<file path="src/sv/vfm_pkg.sv">
// ----------------------------------------------------------------------------
// vfm_pkg: shared types and constants of the voxel face mesher
// Actions, queue entry format, sequencer states and the face corner table.
// ----------------------------------------------------------------------------
package vfm_pkg;

  localparam int SideDef   = 32;
  localparam int HeightDef = 128;

  typedef enum logic [1:0] {
    ACT_WR_VOX = 2'd0,
    ACT_WR_BRD = 2'd1,
    ACT_CLR    = 2'd2,
    ACT_MESH   = 2'd3
  } action_e;

  typedef enum logic [1:0] {
    ST_IDLE,
    ST_READ,
    ST_EMIT
  } back_state_e;

  // one queued transaction, already range-checked
  typedef struct packed {
    action_e     act;
    logic [4:0]  x;
    logic [4:0]  y;
    logic [6:0]  z;
    logic        air;
    logic [31:0] rgba;
    logic [1:0]  side;
  } vfm_entry_t;

  typedef struct packed {
    logic       valid;
    vfm_entry_t entry;
  } vfm_head_t;

  // corner offsets {dx, dy, dz} per face and corner
  function automatic logic [2:0] vfm_corner(input logic [2:0] face, input logic [1:0] cn);
    logic [11:0] row;
    row = 12'b0;
    case (face)
      3'd0:    row = {3'b001, 3'b011, 3'b111, 3'b101};
      3'd1:    row = {3'b000, 3'b010, 3'b110, 3'b100};
      3'd2:    row = {3'b010, 3'b011, 3'b111, 3'b110};
      3'd3:    row = {3'b000, 3'b001, 3'b101, 3'b100};
      3'd4:    row = {3'b100, 3'b101, 3'b111, 3'b110};
      3'd5:    row = {3'b000, 3'b001, 3'b011, 3'b010};
      default: row = 12'b0;
    endcase
    case (cn)
      2'd0:    return row[11:9];
      2'd1:    return row[8:6];
      2'd2:    return row[5:3];
      default: return row[2:0];
    endcase
  endfunction

endpackage

</file>
<file path="src/sv/vfm_front.sv">
// ----------------------------------------------------------------------------
// vfm_front: command intake
// Takes commands, drops out-of-range ones and queues the rest for the back end.
// ----------------------------------------------------------------------------
module vfm_front import vfm_pkg::*; #(
  parameter int SIDE   = SideDef,
  parameter int HEIGHT = HeightDef
) (
  input  logic        clk_i,
  input  logic        rst_ni,
  input  logic        start,
  output logic        busy,
  input  logic [1:0]  action_i,
  input  logic [4:0]  voxel_x_i,
  input  logic [4:0]  voxel_y_i,
  input  logic [6:0]  voxel_z_i,
  input  logic        is_air_i,
  input  logic [31:0] voxel_rgba_i,
  input  logic [1:0]  border_side_i,
  input  logic        pop_i,
  output vfm_head_t   head_o
);

  vfm_entry_t fifo_q [2];
  logic       wr_ptr_q, rd_ptr_q;
  logic [1:0] cnt_q;
  logic       accept, keep, push;
  logic [4:0] along;
  vfm_entry_t ent;

  assign busy   = (cnt_q == 2'd2);
  assign accept = start && !busy;

  always_comb begin
    ent.act  = action_e'(action_i);
    ent.x    = voxel_x_i;
    ent.y    = voxel_y_i;
    ent.z    = voxel_z_i;
    ent.air  = is_air_i;
    ent.rgba = voxel_rgba_i;
    ent.side = border_side_i;
    along    = border_side_i[1] ? voxel_y_i : voxel_x_i;
    case (ent.act)
      ACT_CLR:    keep = 1'b1;
      ACT_WR_BRD: keep = (int'(along) < SIDE) && (int'(voxel_z_i) < HEIGHT);
      default:    keep = (int'(voxel_x_i) < SIDE) && (int'(voxel_y_i) < SIDE) &&
                         (int'(voxel_z_i) < HEIGHT);
    endcase
  end

  assign push = accept && keep;

  always_ff @(posedge clk_i or negedge rst_ni) begin
    if (!rst_ni) begin
      wr_ptr_q <= 1'b0;
      rd_ptr_q <= 1'b0;
      cnt_q    <= 2'd0;
    end else begin
      if (push) wr_ptr_q <= ~wr_ptr_q;
      if (pop_i) rd_ptr_q <= ~rd_ptr_q;
      cnt_q <= cnt_q + 2'(push) - 2'(pop_i);
    end
  end

  always_ff @(posedge clk_i) begin
    if (push) fifo_q[wr_ptr_q] <= ent;
  end

  assign head_o.valid = (cnt_q != 2'd0);
  assign head_o.entry = fifo_q[rd_ptr_q];

endmodule

</file>
<file path="config.mk">
export PLATFORM = sky130hd
export DESIGN_NAME = vfm_front
export DESIGN_NICKNAME = d
export VERILOG_FILES = /design/src/sv/vfm_pkg.sv /design/src/sv/vfm_front.sv
export SDC_FILE = /design/constraint.sdc
export NUM_CORES = 1
export LEC_CHECK = 0
export BUFFER_PORTS_ARGS = -buffer_cell sky130_fd_sc_hd__buf_2
export CAP_MARGIN = 5
export CORE_UTILIZATION = 52
export DETAILED_ROUTE_END_ITERATION = 10
export GPL_TIMING_DRIVEN = 0
export PLACE_DENSITY_LB_ADDON = 0.05
export SLEW_MARGIN = 20
export SYNTH_ARGS = -nofsm -noshare
export SYNTH_HDL_FRONTEND = slang
export SYNTH_SLANG_ARGS = --single-unit
</file>
<file path="constraint.sdc">
create_clock -name clk_i -period 4.8 [get_ports clk_i]
set_clock_uncertainty 0.05 [all_clocks]
set_input_delay 0.96 -clock clk_i [delete_from_list [all_inputs] [get_ports clk_i]]
set_output_delay 0.96 -clock clk_i [all_outputs]
set_load 0.02 [all_outputs]
</file>
== Word level (Yosys, flattened, before mapping) ==
Memory sizes are Yosys's and may differ from the RTL's.
Index checks and enable logic that the tools add are counted.
Storage, ports and cells
  register bits after elaboration: 4
  memory bits (writable): 108
  input port bits: 58
  output and inout port bits: 56
  word-level logic and storage cells: 14
  memories kept: 1
Memory list
  fifo_q: words 2, width 54, rd ports 1, clocked after memory_dff 0, wr ports 1, RTL line vfm_front.sv:24  | vfm_entry_t fifo_q [2];
Operators by class
  add/sub/neg operators: 2
  equal/unequal tests: 1
  mux-type cells: 2
  bitwise gates (word level): 2
  reduce and logical (&&, ||, !) cells: 3
Operators with widths (number)
  adder 2 x 1 -> 2 bit: 1
  == test 2 bit, second input constant: 1
  2-to-1 mux 1 bit: 2
  NOT 1 bit: 2
  nonzero test 2 bit: 1
  subtractor 2 x 1 -> 2 bit: 1
  logical AND 1 bit: 1
  logical NOT 1 bit: 1

== Logic depth before layout (Yosys ltp) ==
  word-level depth: 5
  depth in mapped cells: 7

== Least setup slack after synthesis ==
Ideal clock, no wire load.
  path kind: input-to-reg
  start: input port start
  end: memory fifo_q[0][0] in the netlist's numbering, enable pin
  setup time: 0.466 ns
  arrival: 3.316 ns
  required time: 4.284 ns
  path slack: 0.968 ns
  stages: 2
  path buffers: 0
  path through: nand2_1 -> nor2_1
Between the ends
  longest elaborated chain between the ends: 3
RTL lines
  from (decl): RTL line vfm_front.sv:11  | input logic start,
  logical AND 1 bit: RTL line vfm_front.sv:32  | assign accept = start && !busy;
  2-to-1 mux 1 bit: RTL line vfm_front.sv:66  | if (push) fifo_q[wr_ptr_q] <= ent;
  2-to-1 mux 1 bit (not written as such): RTL line vfm_front.sv:66
  to (decl): RTL line vfm_front.sv:24
No other way between the ends.

==> flow_summary.toml <==
[yosys]
ys_types = 15
yosysWarningCount = 0
synth_ff_type = "edfxtp_1"
synth.ff_latch_count = 112
synth-seq-area-share = 0.770
synth_top_area_share = 0.747
synthArstFlopShare = 0.0357
synth.top_cells.by_area = "edfxtp_1 75%, mux2_4 17%, buf_12 2.3%, dfrtp_1 2.3%, mux2_2 1.3%"
synth.avg_cell_area_um2 = 23.5
syn_area_mm2 = 0.00434
synth_edf_count = 108
synth_area_leader_cell = "edfxtp_1"
syn_inst = 185
syn_nets = 245

[layout]
areaGrowthSynthToFinish_pct = 21.8
finalNonFillerCells = 419
layout.nets = 372
stdcell_area_mm2 = 0.00529
antenna_cells_inserted = 0
drive_above_1_share = 0.609
final_util = 0.670

[grt]
grt_overflow = 0
grt_max_degree = 33
grt_usage = 0.160
grt_pass1_wl_um = 10200
grt_pass1_vias = 2138
antenna_found_initial = 0

[clocking]
root_buffer = "clkbuf_8"
cts_tree = "yes"
numCtsBuffers = 9
cts.sinks = 112
insertion_delay_ns = 0.35
clock_path_buffers = 2
htreeDepth = 3
holdBufCountCts = 0
clkSlewWorstSetupHoldPaths_ns = 0.09
post_cts_buffers = 0
post_cts_resized = 0

[sta]
period_minus_slack_ns = 2.56
final-max-slew-violation-count = 0
worst_pin_slew_ns = 0.381
slew-limit-headroom = 0.745
rsz0062_at_grt = "no"
finalSetupViolations = 0
period_share = 0.534
fmax_mhz = 390
layout_setup_ws_ns = 2.24
final_hold_viol_count = 0

[route]
first_pass_iters = 4
drc = 0
vias_per_cell = 4.94
drtIter0Drc = 55
via_count = 2070
drtAntennaViolNets = 0
route.final.wire_length_um = 6380
post_drt_wl_per_cell_um = 15.2

[min_path]
hold_path.class = "in2async"

[worst_setup_path]
worst-path-buf-inv = 3
critPathSlowestCell = "dfrtp_1"
critPathLaunchType = "flip-flop"
path_cells = "buf_6, buf_12, mux2_4, buf_2"
critPathMaxStageDelay_ns = 0.35
crit_path_end_kind = "primary output"
path_class = "reg2out"
worstPathRequired_ns = 3.79
crit_family = "buffers and inverters"
cp_max_fo = 10
crit_arrival_ns = 1.55

[power_and_ir_drop]
finalPower_mw = 3.22
p_per_area_mw_per_mm2 = 609
p_leak_nw = 2.14
irDropWorstVdd_v = 0.000410

[run]
cap_violations = 0

[floorplanning]
start_util = 0.550
die_h_um = 93.4
coreArea_mm2 = 0.00789
row_count = 32
die_w_um = 93.4
ios = 114
die_area_mm2 = 0.00872

[placement]
pre_cts_ws_ns = 2.47
gp_congestion = 0.662
io_buffers = 113
dp_cells = 403
dpl_cell_area_mm2 = 0.00511
dp_hpwl_um = 4330

[outcome]
status = "finished clean"
-- final timing paths --
kind | start | endpoint | slack [ns] | cells after the start
max in group asynchronous | rst_ni | cnt_q[1] | 4.23 | 1
setup / recovery | rd_ptr_q | head_o[47] | 2.24 | 4
setup reg to reg | cnt_q[1] | fifo_q[0][27] | 3.00 | 5
hold / removal | rst_ni | rd_ptr_q | 0.35 | 1
min in group clk_i | cnt_q[0] | cnt_q[0] | 0.47 | 1
hold reg to reg | cnt_q[0] | cnt_q[0] | 0.47 | 1
-- power by group --
part	switching, mW	internal, mW
combinational	0.700	0.638
clock	0.296	0.194
sequential	0.0574	1.33
-- stage by stage --
stage / TNS (ns) / hold slack [ns]
after global placement: -20.88 / 0.425
after floorplan: 0 / 0.410
after global routing: 0 / 0.331
after detailed placement: 0 / 0.452
after CTS: 0 / 0.333
final: 0 / 0.346
-- layout make-up --
type	count	area (um2)
clock inverter	5	42.5
inverter	2	7.51
fill	553	2600
clock buffer	11	131
multi-input combinational	65	891
tap	102	128
timing repair buffer	116	633
buffer	6	111
sequential	112	3340
-- layer usage --
layer,global-route usage,up-vias,part of all wire
met5,0,-,0
met4,0.0731,0,0.017
met3,0.0447,11,0.061
met2,0.282,70,0.54
met1,0.180,1011,0.39
li1,-,978,-
-- registers in the layout, summed over array words and instances, names as in the netlist --
signal	cells
fifo_q	108
cnt_q	2
rd_ptr_q	1
wr_ptr_q	1
-- cell families after synthesis --
| kind of cell | synth area share |
|---|---|
| simple gates | 0.00605 |
| buf+inv | 0.0274 |
| mux | 0.182 |
| flops | 0.770 |
| xor+xnor | 0.00807 |
| fa+ha+maj | 0.00576 |
-- Yosys cell counts (all sizes together), types with 2 or more instances --
| library cell | instances |
|---|---|
| xnor2 | 3 |
| ha | 2 |
| edfxtp | 108 |
| dfrtp | 4 |
| buf | 6 |
| inv | 2 |
| mux2 | 54 |
-- placed cells by master, fill, tap and decap left out, types with 2 or more instances in the layout --
| cell | instances |
|---|---|
| clkbuf_8 | 9 |
| mux2_2 | 5 |
| clkbuf_1 | 2 |
| inv_1 | 2 |
| clkinv_4 | 3 |
| dfrtp_1 | 4 |
| edfxtp_1 | 108 |
| buf_12 | 7 |
| ha_1 | 2 |
| buf_2 | 113 |
| xnor2_1 | 3 |
| mux2_4 | 49 |
Power figures use the tool's default switching activity.
